$ cat config.mk
export PLATFORM = sky130hd
export DESIGN_NAME = class_priority_request_scheduler
export DESIGN_NICKNAME = d
export VERILOG_FILES = /design/src/sv/cprs_pkg.sv /design/src/sv/class_priority_request_scheduler.sv /design/src/sv/cprs_ram.sv /design/src/sv/cprs_datapath.sv /design/src/sv/cprs_ctrl.sv
export SDC_FILE = /design/constraint.sdc
export NUM_CORES = 2
export LEC_CHECK = 0
export BUFFER_PORTS_ARGS = -buffer_cell sky130_fd_sc_hd__buf_2
export CORE_AREA = 2 2 439 441
export CTS_CLUSTER_DIAMETER = 40
export DETAILED_ROUTE_END_ITERATION = 8
export DIE_AREA = 0 0 441 443
export PLACE_DENSITY = 0.59
export SYNTH_ARGS = -nofsm -noshare
export SYNTH_HDL_FRONTEND = slang
export SYNTH_SLANG_ARGS = --single-unit
$ cat constraint.sdc
create_clock -name clk -period 9.85 [get_ports clk]
set_clock_uncertainty 0.2 [all_clocks]
set_input_delay 2.955 -clock clk [delete_from_list [all_inputs] [get_ports clk]]
set_output_delay 2.955 -clock clk [all_outputs]
set_load 0.005 [all_outputs]
$ cat src/sv/cprs_pkg.sv
// ----------------------------------------------------------------------------
// cprs_pkg
// Shared types and codes of the class priority request scheduler.
// ----------------------------------------------------------------------------
`default_nettype none
package cprs_pkg;
    localparam logic [1:0] MODE_FIFO = 2'd0;
    localparam logic [1:0] MODE_IMAGE = 2'd1;
    localparam logic [1:0] MODE_TEXT = 2'd2;
    localparam logic [1:0] MODE_LIFO = 2'd3;

    localparam logic [1:0] ST_QUEUED = 2'd0;
    localparam logic [1:0] ST_DISPATCHED = 2'd1;
    localparam logic [1:0] ST_FULL = 2'd2;
    localparam logic [1:0] ST_EMPTY = 2'd3;

    localparam logic [15:0] AGE_MAX = 16'hFFFF;

    // commands from controller to datapath
    typedef struct packed {
        logic start;      // latch the input item, decide the pick
        logic rd_pick;    // issue the read of the picked entry
        logic cap_pick;   // capture read data of the picked entry
        logic age_rd;     // read the default entry under the walk pointer
        logic age_wr;     // write back the aged entry
        logic finish;     // update counters, load result
    } cmd_t;

    // status from datapath to controller
    typedef struct packed {
        logic is_dequeue;
        logic reject;     // full enqueue or empty dequeue
        logic walk_done;  // walk covered every waiting default entry
    } sts_t;
endpackage
`default_nettype wire

$ cat src/sv/class_priority_request_scheduler.sv
// Enqueue and empty/full dequeue: accept, decide, then finish with result valid.
// Dispatch: accept, decide, read, capture, then the age walk over default-queue
// entries left waiting, reading and rewriting one entry per step through the age
// memory port; then finish. Next item is accepted once the result has been taken.
// rst_n asynchronous, active low: pointers, counters, mode cleared; entry
// memories are not cleared.
// ----------------------------------------------------------------------------
// class_priority_request_scheduler
// Shared-capacity two-queue request scheduler with FIFO, priority and LIFO modes.
// ----------------------------------------------------------------------------
`default_nettype none
module class_priority_request_scheduler #(
    parameter int QUEUE_DEPTH = 16
) (
    input  wire logic        clk,
    input  wire logic        rst_n,
    input  wire logic        cfg_we,
    input  wire logic [1:0]  cfg_wdata,
    input  wire logic        in_valid,
    output logic             in_ready,
    input  wire logic        mode,
    input  wire logic [1:0]  req_class,
    input  wire logic [15:0] req_handle,
    output logic             out_valid,
    input  wire logic        out_ready,
    output logic [1:0]       status,
    output logic [15:0]      out_handle,
    output logic [1:0]       out_class,
    output logic [31:0]      out_arrival_index,
    output logic [15:0]      out_age,
    output logic [31:0]      out_dispatch_index
);
    logic [1:0]     sched_mode_reg;
    cprs_pkg::cmd_t cmd;
    cprs_pkg::sts_t sts;

    always_ff @(posedge clk or negedge rst_n)
    begin
        if (!rst_n)
        begin
            sched_mode_reg <= cprs_pkg::MODE_FIFO;
        end
        else if (cfg_we)
        begin
            sched_mode_reg <= cfg_wdata;
        end
    end

    cprs_ctrl u_ctrl (
        .clk(clk), .rst_n(rst_n), .in_valid(in_valid), .in_ready(in_ready),
        .out_valid(out_valid), .out_ready(out_ready), .sts(sts), .cmd(cmd));

    cprs_datapath #(.QUEUE_DEPTH(QUEUE_DEPTH)) u_dp (
        .clk(clk), .rst_n(rst_n), .sched_mode(sched_mode_reg), .in_mode(mode),
        .in_class(req_class), .in_handle(req_handle), .cmd(cmd), .sts(sts),
        .res_status(status), .res_handle(out_handle), .res_class(out_class),
        .res_arrival(out_arrival_index), .res_age(out_age),
        .res_dispatch(out_dispatch_index));
endmodule
`default_nettype wire

$ cat src/sv/cprs_ram.sv
// ----------------------------------------------------------------------------
// cprs_ram
// Generic single-write, single-read RAM with registered read data.
// ----------------------------------------------------------------------------
`default_nettype none
module cprs_ram #(
    parameter int WIDTH = 16,
    parameter int DEPTH = 16
) (
    input  wire logic                     clk,
    input  wire logic                     we,
    input  wire logic [$clog2(DEPTH)-1:0] waddr,
    input  wire logic [WIDTH-1:0]         wdata,
    input  wire logic [$clog2(DEPTH)-1:0] raddr,
    output logic      [WIDTH-1:0]         rdata
);
    logic [WIDTH-1:0] mem [DEPTH];

    always_ff @(posedge clk)
    begin
        if (we)
        begin
            mem[waddr] <= wdata;
        end
        rdata <= mem[raddr];
    end
endmodule
`default_nettype wire

$ cat src/sv/cprs_datapath.sv
// ----------------------------------------------------------------------------
// cprs_datapath
// Queue pointers, counters, entry memories, ageing walk and result register.
// ----------------------------------------------------------------------------
`default_nettype none
module cprs_datapath #(
    parameter int QUEUE_DEPTH = 16
) (
    input  wire logic              clk,
    input  wire logic              rst_n,
    input  wire logic [1:0]        sched_mode,
    input  wire logic              in_mode,
    input  wire logic [1:0]        in_class,
    input  wire logic [15:0]       in_handle,
    input  wire cprs_pkg::cmd_t    cmd,
    output cprs_pkg::sts_t         sts,
    output logic [1:0]             res_status,
    output logic [15:0]            res_handle,
    output logic [1:0]             res_class,
    output logic [31:0]            res_arrival,
    output logic [15:0]            res_age,
    output logic [31:0]            res_dispatch
);
    localparam int AW = $clog2(QUEUE_DEPTH);
    localparam int PW = AW + 1;
    localparam int SPAN = 2 * QUEUE_DEPTH;
    localparam logic [PW:0] SPAN_V = (PW+1)'(SPAN);

    function automatic logic [PW-1:0] pnext(input logic [PW-1:0] p);
        logic [PW:0] s;
        s = {1'b0, p} + 1'b1;
        if (s >= SPAN_V)
        begin
            s = s - SPAN_V;
        end
        return s[PW-1:0];
    endfunction

    function automatic logic [PW-1:0] pprev(input logic [PW-1:0] p);
        logic [PW:0] s;
        s = {1'b0, p} + SPAN_V - 1'b1;
        if (s >= SPAN_V)
        begin
            s = s - SPAN_V;
        end
        return s[PW-1:0];
    endfunction

    function automatic logic [PW-1:0] pcount(input logic [PW-1:0] f, input logic [PW-1:0] r);
        logic [PW:0] s;
        s = {1'b0, r} + SPAN_V - {1'b0, f};
        if (s >= SPAN_V)
        begin
            s = s - SPAN_V;
        end
        return s[PW-1:0];
    endfunction

    function automatic logic [AW-1:0] slot(input logic [PW-1:0] p);
        logic [PW-1:0] s;
        s = p;
        if (s >= PW'(QUEUE_DEPTH))
        begin
            s = s - PW'(QUEUE_DEPTH);
        end
        return s[AW-1:0];
    endfunction

    logic [PW-1:0] hf_reg, hr_reg, lf_reg, lr_reg;
    logic [PW-1:0] fill_reg;
    logic [31:0]   arr_reg, disp_reg;

    logic          op_reg;
    logic          from_high_reg, reject_reg;
    logic [AW-1:0] pick_slot_reg;
    logic [15:0]   p_hdl_reg;
    logic [33:0]   p_meta_reg;
    logic [15:0]   p_age_reg;
    logic [PW-1:0] walk_ptr_reg, walk_cnt_reg, walk_n_reg;
    logic [AW-1:0] age_slot_reg;

    logic [PW-1:0] nh, nl;
    assign nh = pcount(hf_reg, hr_reg);
    assign nl = pcount(lf_reg, lr_reg);

    logic to_high;
    assign to_high = (sched_mode == cprs_pkg::MODE_IMAGE && in_class == 2'd1)
        || (sched_mode == cprs_pkg::MODE_TEXT && in_class == 2'd0);
    logic full_now;
    assign full_now = (fill_reg >= PW'(QUEUE_DEPTH))
        || (({1'b0, nh} + {1'b0, nl}) >= (PW+1)'(QUEUE_DEPTH));
    logic fh_now;
    assign fh_now = (sched_mode == cprs_pkg::MODE_IMAGE || sched_mode == cprs_pkg::MODE_TEXT)
        ? (nh != '0) : (nl == '0);

    // memory ports
    logic          hwe, lwe, awe;
    logic [AW-1:0] hwa, lwa, awa, hra, lra, ara;
    logic [15:0]   awd;
    logic [15:0]   hh_q, lh_q, la_q;
    logic [33:0]   hm_q, lm_q;

    assign hwe = cmd.start && !in_mode && !full_now && to_high;
    assign lwe = cmd.start && !in_mode && !full_now && !to_high;
    assign hwa = slot(hr_reg);
    assign lwa = slot(lr_reg);
    assign hra = pick_slot_reg;
    assign lra = cmd.rd_pick ? pick_slot_reg : slot(walk_ptr_reg);
    assign ara = cmd.rd_pick ? pick_slot_reg : slot(walk_ptr_reg);

    // age write port: zero on enqueue, else ageing write-back; the picked arrival stays in p_meta_reg
    logic [31:0] dlt;
    assign dlt = p_meta_reg[33:2] - lm_q[33:2];
    assign awe = lwe || cmd.age_wr;
    assign awa = lwe ? lwa : age_slot_reg;
    assign awd = lwe ? 16'd0
        : ((dlt != 32'd0 && !dlt[31] && la_q != cprs_pkg::AGE_MAX) ? la_q + 16'd1 : la_q);

    cprs_ram #(.WIDTH(16), .DEPTH(QUEUE_DEPTH)) u_hh (
        .clk(clk), .we(hwe), .waddr(hwa), .wdata(in_handle), .raddr(hra), .rdata(hh_q));
    cprs_ram #(.WIDTH(34), .DEPTH(QUEUE_DEPTH)) u_hm (
        .clk(clk), .we(hwe), .waddr(hwa), .wdata({arr_reg, in_class}), .raddr(hra),
        .rdata(hm_q));
    cprs_ram #(.WIDTH(16), .DEPTH(QUEUE_DEPTH)) u_lh (
        .clk(clk), .we(lwe), .waddr(lwa), .wdata(in_handle), .raddr(lra), .rdata(lh_q));
    cprs_ram #(.WIDTH(34), .DEPTH(QUEUE_DEPTH)) u_lm (
        .clk(clk), .we(lwe), .waddr(lwa), .wdata({arr_reg, in_class}), .raddr(lra),
        .rdata(lm_q));
    cprs_ram #(.WIDTH(16), .DEPTH(QUEUE_DEPTH)) u_la (
        .clk(clk), .we(awe), .waddr(awa), .wdata(awd), .raddr(ara), .rdata(la_q));

    assign sts.is_dequeue = op_reg;
    assign sts.reject = reject_reg;
    assign sts.walk_done = (walk_cnt_reg == walk_n_reg);

    always_ff @(posedge clk or negedge rst_n)
    begin
        if (!rst_n)
        begin
            hf_reg <= '0;
            hr_reg <= '0;
            lf_reg <= '0;
            lr_reg <= '0;
            fill_reg <= '0;
            arr_reg <= '0;
            disp_reg <= '0;
            op_reg <= 1'b0;
            reject_reg <= 1'b0;
            walk_cnt_reg <= '0;
            walk_n_reg <= '0;
        end
        else
        begin
            if (cmd.start)
            begin
                op_reg <= in_mode;
                if (!in_mode)
                begin
                    reject_reg <= full_now;
                    if (!full_now)
                    begin
                        if (to_high)
                        begin
                            hr_reg <= pnext(hr_reg);
                        end
                        else
                        begin
                            lr_reg <= pnext(lr_reg);
                        end
                        fill_reg <= fill_reg + 1'b1;
                        arr_reg <= arr_reg + 32'd1;
                    end
                end
                else
                begin
                    reject_reg <= (nh == '0 && nl == '0);
                    if (nh != '0 || nl != '0)
                    begin
                        if (fh_now)
                        begin
                            hf_reg <= pnext(hf_reg);
                        end
                        else if (sched_mode == cprs_pkg::MODE_LIFO)
                        begin
                            lr_reg <= pprev(lr_reg);
                        end
                        else
                        begin
                            lf_reg <= pnext(lf_reg);
                        end
                    end
                end
            end
            if (cmd.cap_pick)
            begin
                // walk the default queue as it stands after the pick
                walk_cnt_reg <= '0;
                walk_n_reg <= nl;
            end
            if (cmd.age_wr)
            begin
                walk_cnt_reg <= walk_cnt_reg + 1'b1;
            end
            if (cmd.finish && op_reg && !reject_reg)
            begin
                if (fill_reg != '0)
                begin
                    fill_reg <= fill_reg - 1'b1;
                end
                disp_reg <= disp_reg + 32'd1;
            end
        end
    end

    always_ff @(posedge clk)
    begin
        if (cmd.start)
        begin
            from_high_reg <= fh_now;
            pick_slot_reg <= fh_now ? slot(hf_reg)
                : ((sched_mode == cprs_pkg::MODE_LIFO) ? slot(pprev(lr_reg)) : slot(lf_reg));
        end
        if (cmd.cap_pick)
        begin
            p_hdl_reg <= from_high_reg ? hh_q : lh_q;
            p_meta_reg <= from_high_reg ? hm_q : lm_q;
            p_age_reg <= from_high_reg ? 16'd0 : la_q;
            walk_ptr_reg <= lf_reg;
        end
        if (cmd.age_rd)
        begin
            age_slot_reg <= slot(walk_ptr_reg);
        end
        // hold the read address until the write-back, then advance
        if (cmd.age_wr)
        begin
            walk_ptr_reg <= pnext(walk_ptr_reg);
        end
        if (cmd.finish)
        begin
            if (!op_reg)
            begin
                res_status <= reject_reg ? cprs_pkg::ST_FULL : cprs_pkg::ST_QUEUED;
            end
            else
            begin
                res_status <= reject_reg ? cprs_pkg::ST_EMPTY : cprs_pkg::ST_DISPATCHED;
            end
            if (op_reg && !reject_reg)
            begin
                res_handle <= p_hdl_reg;
                res_class <= p_meta_reg[1:0];
                res_arrival <= p_meta_reg[33:2];
                res_age <= p_age_reg;
                res_dispatch <= disp_reg;
            end
            else
            begin
                res_handle <= '0;
                res_class <= '0;
                res_arrival <= '0;
                res_age <= '0;
                res_dispatch <= '0;
            end
        end
    end
endmodule
`default_nettype wire

$ cat src/sv/cprs_ctrl.sv
// ----------------------------------------------------------------------------
// cprs_ctrl
// Sequencer: pick, ageing walk over the default queue, result handshake.
// ----------------------------------------------------------------------------
`default_nettype none
module cprs_ctrl (
    input  wire logic           clk,
    input  wire logic           rst_n,
    input  wire logic           in_valid,
    output logic                in_ready,
    output logic                out_valid,
    input  wire logic           out_ready,
    input  wire cprs_pkg::sts_t sts,
    output cprs_pkg::cmd_t      cmd
);
    localparam logic [2:0] S_IDLE = 3'd0;
    localparam logic [2:0] S_DECIDE = 3'd1;
    localparam logic [2:0] S_READ = 3'd2;
    localparam logic [2:0] S_CAP = 3'd3;
    localparam logic [2:0] S_ARD = 3'd4;
    localparam logic [2:0] S_AWAIT = 3'd5;
    localparam logic [2:0] S_AWR = 3'd6;
    localparam logic [2:0] S_FIN = 3'd7;

    logic [2:0] state_reg, state_next;
    logic       ov_reg, ov_next;

    assign in_ready = (state_reg == S_IDLE) && !ov_reg;
    assign out_valid = ov_reg;

    always_comb
    begin
        cmd = '0;
        state_next = state_reg;
        ov_next = ov_reg && !out_ready;
        unique case (state_reg)
            S_IDLE:
            begin
                if (in_valid && in_ready)
                begin
                    cmd.start = 1'b1;
                    state_next = S_DECIDE;
                end
            end
            S_DECIDE:
            begin
                state_next = (sts.is_dequeue && !sts.reject) ? S_READ : S_FIN;
            end
            S_READ:
            begin
                cmd.rd_pick = 1'b1;
                state_next = S_CAP;
            end
            S_CAP:
            begin
                cmd.cap_pick = 1'b1;
                state_next = S_ARD;
            end
            S_ARD:
            begin
                if (sts.walk_done)
                begin
                    state_next = S_FIN;
                end
                else
                begin
                    cmd.age_rd = 1'b1;
                    state_next = S_AWAIT;
                end
            end
            S_AWAIT:
            begin
                state_next = S_AWR;
            end
            S_AWR:
            begin
                cmd.age_wr = 1'b1;
                state_next = S_ARD;
            end
            S_FIN:
            begin
                cmd.finish = 1'b1;
                ov_next = 1'b1;
                state_next = S_IDLE;
            end
            default:
            begin
                state_next = S_IDLE;
            end
        endcase
    end

    always_ff @(posedge clk or negedge rst_n)
    begin
        if (!rst_n)
        begin
            state_reg <= S_IDLE;
            ov_reg <= 1'b0;
        end
        else
        begin
            state_reg <= state_next;
            ov_reg <= ov_next;
        end
    end
endmodule
`default_nettype wire

After elaboration in Yosys (flattened, before gate mapping)

Memory sizes are Yosys's and may differ from the RTL's. A register that Yosys moved wholly into a read port is not among the register bits.
Cells that the tools add are included.

Memories kept: 5
Input port bits: 26
Register bits after elaboration: 287
RAM bits: 1856
Output and inout bits: 102
Logic and storage cells: 207

Memories:

| memory        | depth | width | read ports | clocked after Yosys merged registers in | write ports | line           | source |
|---|---|---|---|---|---|---|---|
| u_dp.u_hm.mem | 16    | 34    | 1          | 1                                       | 1           | cprs_ram.sv:17 | `logic [WIDTH-1:0] mem [DEPTH];` |
| u_dp.u_lm.mem | 16    | 34    | 1          | 1                                       | 1           | cprs_ram.sv:17 |  |
| u_dp.u_hh.mem | 16    | 16    | 1          | 1                                       | 1           | cprs_ram.sv:17 |  |
| u_dp.u_la.mem | 16    | 16    | 1          | 1                                       | 1           | cprs_ram.sv:17 |  |
| u_dp.u_lh.mem | 16    | 16    | 1          | 1                                       | 1           | cprs_ram.sv:17 |  |

Order comparisons: 16
Equality and inequality tests: 19
Add/subtract/negate cells: 32
Reduce and logical (&&, ||, !) cells: 42
Muxes and demuxes: 62
Bitwise operators: 4

Operators by type and width:

| operator              | count |
|---|---|
| $mux 5                | 24 |
| $add 32x1->32 const B | 2 |
| $ge 6x6->1 const B    | 8 |
| $mux 16               | 3 |
| $sub 5x1->5 const B   | 9 |
| $mux 4                | 10 |
| $ge 5x5->1 const B    | 7 |
| $mux 34               | 1 |
| $reduce_bool 32->1    | 1 |
| $sub 32x32->32        | 1 |
| $add 5x1->6 const B   | 5 |
| $sub 4x1->4 const B   | 6 |
| $pmux 3 s7            | 1 |
| $mux 1                | 17 |
| $add 16x1->16 const B | 1 |
| $ne 16x16->1 const B  | 1 |
| $logic_and 1x1->1     | 15 |
| $reduce_bool 5->1     | 3 |
| $add 5x6->6 const B   | 2 |
| $eq 3x3->1 const B    | 4 |
| $sub 6x5->6           | 2 |
| $add 5x1->5 const B   | 2 |
| $logic_not 5->1       | 2 |
| $mux 2                | 4 |
| other kinds (22)      | 44 |

Longest topological paths before layout

Word-level depth: 13
Gate-level depth with buffers: 18
Mapped depth without buffers: 17

Hierarchy

Synthesis repeated with hierarchy kept, for this count alone.

Cells, all modules: 4426
Area, all modules: 87144.8 um^2

By module, submodules not included:

| module                           | times used | sequential area each (um^2) | cells each | area each (um^2) |
|---|---|---|---|---|
| cprs_ram at u_dp.u_hm ...        | 2          | 17016.3                     | 888        | 21076.5 |
| cprs_ram at u_dp.u_hh ...        | 2          | 8007.7                      | 432        | 10042.1 |
| cprs_datapath                    | 1          | 7902.6                      | 1324       | 14567.7 |
| cprs_ram at u_dp.u_lh            | 1          | 8007.7                      | 432        | 10043.4 |
| cprs_ctrl                        | 1          | 100.1                       | 26         | 224.0 |
| class_priority_request_scheduler | 1          | 50.0                        | 4          | 72.6 |

Least setup slack after synthesis

No wires, ideal clock.

Path type: input to register
From: input mode
To: memory u_dp.u_hh.mem[28][0] (netlist: u_dp.u_hh.mem[7][0]), enable pin
Data arrival time: 7.475 ns
Library setup time: 0.519 ns
Slack: 1.655 ns
Stages on the path: 6
Cell sequence: buf_1 > a2111oi_4 > and2_1 > clkbuf_1 > nand2_1 > nor3_1

Cells in the longest elaborated chain, start to end: 6

RTL lines:

| what                            | line                                   | source |
|---|---|---|
| from (decl)                     | class_priority_request_scheduler.sv:21 | `input wire logic mode,` |
| $logic_not 1->1                 | cprs_datapath.sv:103                   | `assign hwe = cmd.start && !in_mode && !full_now && to_high;` |
| $logic_and 1x1->1 (3 in series) | cprs_datapath.sv:103                   |  |
| $mux 1                          | cprs_ram.sv:21                         | `if (we)` |
| $mux 1 (not written as such)    | cprs_ram.sv:23                         | `mem[waddr] <= wdata;` |
| to (decl)                       | cprs_ram.sv:17                         |  |

Every way passes these cells.

Final worst setup path

From: register u_dp.lr_reg[0]
To: memory u_dp.u_hh.mem[32][15] (netlist: u_dp.u_hh.mem[8][15]), enable pin

Cells in the longest elaborated chain, start to end: 12
Elaborated cells between the ends (all ways): 13
Those cells by class: 4 x add/sub; 2 x order compare; 3 x mux; 4 x reduce/logical

RTL lines:

| what                                      | line                                     | source |
|---|---|---|
| from (decl)                               | cprs_datapath.sv:69                      | `logic [PW-1:0] hf_reg, hr_reg, lf_reg, lr_reg;` |
| from (signal assigned)                    | cprs_datapath.sv:168                     | `lr_reg <= pnext(lr_reg);` |
| from (signal assigned)                    | cprs_datapath.sv:185                     | `lr_reg <= pprev(lr_reg);` |
| $add 5x6->6 (*)                           | cprs_datapath.sv:51                      | `s = {1'b0, r} + SPAN_V - {1'b0, f};` |
| $sub 6x5->6 (*)                           | cprs_datapath.sv:51                      |  |
| $sub 5x1->5 or $ge 6x6->1 (tied branches) | cprs_datapath.sv:54, cprs_datapath.sv:52 |  |
| $mux 5 (*)                                | cprs_datapath.sv:52                      | `if (s >= SPAN_V)` |
| named net u_dp.nl[4]                      | cprs_datapath.sv:82                      | `logic [PW-1:0] nh, nl;` |
| $add 5x5->6 (*)                           | cprs_datapath.sv:91                      | `\|\| (({1'b0, nh} + {1'b0, nl}) >= (PW+1)'(QUEUE_DEPTH));` |
| $ge 6x5->1 (*)                            | cprs_datapath.sv:91                      |  |
| $logic_or 1x1->1 (*)                      | cprs_datapath.sv:91                      |  |
| $logic_not 1->1 (*)                       | cprs_datapath.sv:103                     |  |
| $logic_and 1x1->1 (*) (2 in series)       | cprs_datapath.sv:103                     |  |
| $mux 1 (*)                                | cprs_ram.sv:21                           |  |
| $mux 1 (not written as such) (*)          | cprs_ram.sv:23                           |  |

Mark *: on every way through the listed nets, which the timed path passes. The rest lies on a longest branch.

==> flow_metrics.env <==
export IMPL_final_setup_vio_count=0
export IMPL_layout_top_registers="u_dp.u_hm.mem (544), u_dp.u_lm.mem (544)"
export IMPL_cts_max_path_buffers=4
export IMPL_netlist_top_cells_area="edfxtp_1 (69%), mux4_2 (6.3%), dfrtp_1 (3.0%), nand2_1 (2.9%), a211oi_1 (2.8%)"
export IMPL_max_cap_viol_count=0
export IMPL_design_core_area_mm2=0.191
export IMPL_vias_per_cell=5.83
export IMPL_synthArstFlopShare=0.0474
export IMPL_yosysUniqueCellTypes=82
export IMPL_finalNonFillerCells=8488
export IMPL_met1Wirelength_um=99000
export IMPL_io_buffers=127
export IMPL_synth_top_cell_by_area="edfxtp_1"
export IMPL_worstPathRequired_ns=10.20
export IMPL_synth_area_per_cell_um2=16.3
export IMPL_nets=5794
export IMPL_ir_worst_vdd_mv=0.319
export IMPL_post_cts_repair_setup_buffers=0
export IMPL_synthFlopType="edfxtp_1"
export IMPL_syn_to_final_growth_pct=16.5
export IMPL_rsz0062_at_grt="false"
export IMPL_cts_root_buf="clkbuf_16"
export IMPL_hold_viol_final=0
export IMPL_detailroute_wirelength_met3_um=19900
export IMPL_slew_violations=0
export IMPL_final_layout_size_suffix_gt1_frac=0.187
export IMPL_numPlacedInstances=7896
export IMPL_cp_data_arrival_time_ns=6.47
export IMPL_worstHoldPathType="flop to flop"
export IMPL_fin_setup_tns_ns=0
export IMPL_finish_instance_area_mm2=0.104
export IMPL_synthesized_netlist_cell_count=5476
export IMPL_highest_layer="met5"
export IMPL_critical_path_peak_fanout=28
export IMPL_endpoint_kind="flop"
export IMPL_number_of_buffers_inserted_by_hold_repair_at_cts=0
export IMPL_power_static_leakage_nw=36.2
export IMPL_crit_path_start_kind="flop"
export IMPL_initial_standard_cell_utilization_of_the_core=0.466
export IMPL_worstSkewPairLatency_ns=0.94
export IMPL_postRouteAntennaNets=0
export IMPL_detailed_place_hpwl_um=131000
export IMPL_measured_slew_at_the_worst_slew_check_pin_ns=1.33
export IMPL_maxSlewHeadroom=0.0895
export IMPL_yosys_warning_count=0
export IMPL_chipWidth_um=441
export IMPL_ys_ff_latch=2258
export IMPL_grt_max_degree=190
export IMPL_criticalPathCategory="flop to flop"
export IMPL_std_cell_rows=161
export IMPL_final_period_utilization=0.622
export IMPL_fmax_ghz=0.163
export IMPL_syn_nets=5569
export IMPL_wire_per_inst_um=26.7
export IMPL_clkSinkCount=2258
export IMPL_vias_after_detailed_routing=49500
export IMPL_grt_total_usage=0.231
export IMPL_cts_made_buffers=329
export IMPL_cts_resized=0
export IMPL_grt_overflow_total=0
export IMPL_fp_dieArea_mm2=0.195
export IMPL_via_count_of_the_first_global_routing_pass=48000
export IMPL_drt_pre_antenna_iters=6
export IMPL_grt_pass1_wl_um=331000
export IMPL_synth_sequential_area_ratio=0.743
export IMPL_synth_top_cells_by_count="edfxtp_1 (2035), nand2_1 (686), and2_1 (371), a211oi_1 (334), clkbuf_1 (289)"
export IMPL_power_per_cell_area_mw_per_mm2=283
export IMPL_drc=0
export IMPL_die_h_um=443
export IMPL_post_synth_top_area_fraction=0.686
export IMPL_outcome="completed"
export IMPL_met2_length_um=103000
export IMPL_finalWorstPathRequiredPeriod_ns=6.12
export IMPL_postRouteWirelength_um=226000
export IMPL_final_core_utilization=0.542
export IMPL_detailedRoute_firstIterationViolations=4985
export IMPL_path_clk_slew_ns=0.05
export IMPL_cts_htree_levels=5
export IMPL_synth_edf_count=2035
export IMPL_gp_congestion=0.841
export IMPL_most_used_standard_cell_by_instance_count_after_synthesis="edfxtp_1"
export IMPL_synth_cell_area_mm2=0.0890
export IMPL_clock_tree_from_tritoncts="built"
export IMPL_antenna_found_initial=23
export IMPL_placement_cell_area_mm2=0.0926
export IMPL_io_pins=128
==> report_power, final <==
group	internal [mW]	switching [mW]
combinational	1.81	4.24
sequential	11.2	0.319
clock	7.45	4.30
total	20.5	8.86
==> worst max-delay path, stage by stage (launching register included) <==
cell,delay [ns]
dfrtp_1,0.46
inv_1,0.23
ha_1,0.19
inv_1,0.06
fa_1,0.40
a21o_1,0.19
a21oi_1,0.17
xnor2_1,0.21
inv_1,0.09
ha_1,0.29
or4_1,0.57
a2111oi_4,0.34
and2_1,0.40
nand3b_1,0.48
nor2_4,0.91
buf_4,0.49
==> kinds of logic after synthesis <==
kind of cell    synth area share
compound gates            0.0766
xor+xnor                  0.0109
fa+ha+maj                0.00967
buf+inv                   0.0177
flops                      0.743
mux                       0.0684
simple gates              0.0742
==> cell type report <==
type	instances	area [um^2]
clock inverter	199	2330
antenna	5	12.5
fill	14900	87500
clock buffer	388	8780
timing repair buffer	224	1430
multi-input combinational	2813	21600
tap	2526	3160
inverter	75	287
sequential	2258	66100
==> layer usage <==
| metal | track usage | vias to the layer above |
|---|---|---|
| met5 | 0 | - |
| met4 | 0.0593 | 8 |
| met3 | 0.0543 | 323 |
| met2 | 0.342 | 1874 |
| met1 | 0.346 | 25400 |
| li1 | - | 21800 |
==> final timing paths <==
path,from,endpoint,cells past startpoint,slack [ns]
worst min-delay path,u_dp.lr_reg[4]$_DFFE_PN0P_,u_dp.lr_reg[4]$_DFFE_PN0P_,1,0.28
worst max-delay path,u_dp.lr_reg[0]$_DFFE_PN0P_,u_dp.u_hh.mem[8][15]$_DFFE_PP_,15,3.73
min in group asynchronous,rst_n,u_dp.disp_reg[2]$_DFFE_PN0P_,1,1.87
worst max register to register,u_dp.lr_reg[0]$_DFFE_PN0P_,u_dp.u_hh.mem[8][15]$_DFFE_PP_,15,3.73
max in group asynchronous,rst_n,u_dp.arr_reg[30]$_DFFE_PN0P_,2,6.13
worst min register to register,u_dp.lr_reg[4]$_DFFE_PN0P_,u_dp.lr_reg[4]$_DFFE_PN0P_,1,0.28
==> placed cells by master, fill, tap and decap left out, types with 14 or more instances in the layout <==
cell type | netlist | final
a211oi_1 | 334 | 334
a21oi_1 | 189 | 189
a311oi_1 | 133 | 133
a31oi_1 | 137 | 137
and2_1 | 371 | 355
and2_4 | 1 | 17
and3_1 | 34 | 26
buf_2 | 15 | 126
buf_4 | 1 | 93
bufinv_16 | 0 | 39
clkbuf_1 | 289 | 40
clkbuf_16 | 0 | 341
clkinv_1 | 0 | 16
clkinv_2 | 0 | 41
clkinv_4 | 0 | 35
clkinvlp_4 | 0 | 29
dfrtp_1 | 107 | 97
dfxtp_1 | 116 | 116
edfxtp_1 | 2035 | 2035
ha_1 | 64 | 64
inv_1 | 75 | 73
inv_6 | 0 | 33
mux2_2 | 25 | 23
mux4_2 | 250 | 250
nand2_1 | 686 | 686
nand3_1 | 45 | 45
nand4_1 | 19 | 19
nor2_1 | 83 | 76
nor2b_1 | 27 | 25
nor3_1 | 22 | 18
o21ai_0 | 79 | 79
or4_1 | 14 | 14
xnor2_1 | 72 | 72
xor2_1 | 39 | 39
==> through the flow <==
stage | total power, mW | setup WS (ns) | hold WS (ns)
after floorplan | 15.5 | 1.66 | 0.234
after global placement | 17.7 | 3.24 | 0.260
after detailed placement | 17.7 | 3.16 | 0.275
after CTS | 29.5 | 3.71 | 0.281
after global routing | 30.5 | 3.36 | 0.299
final | 29.3 | 3.73 | 0.280
Power figures use the tool's default switching activity.
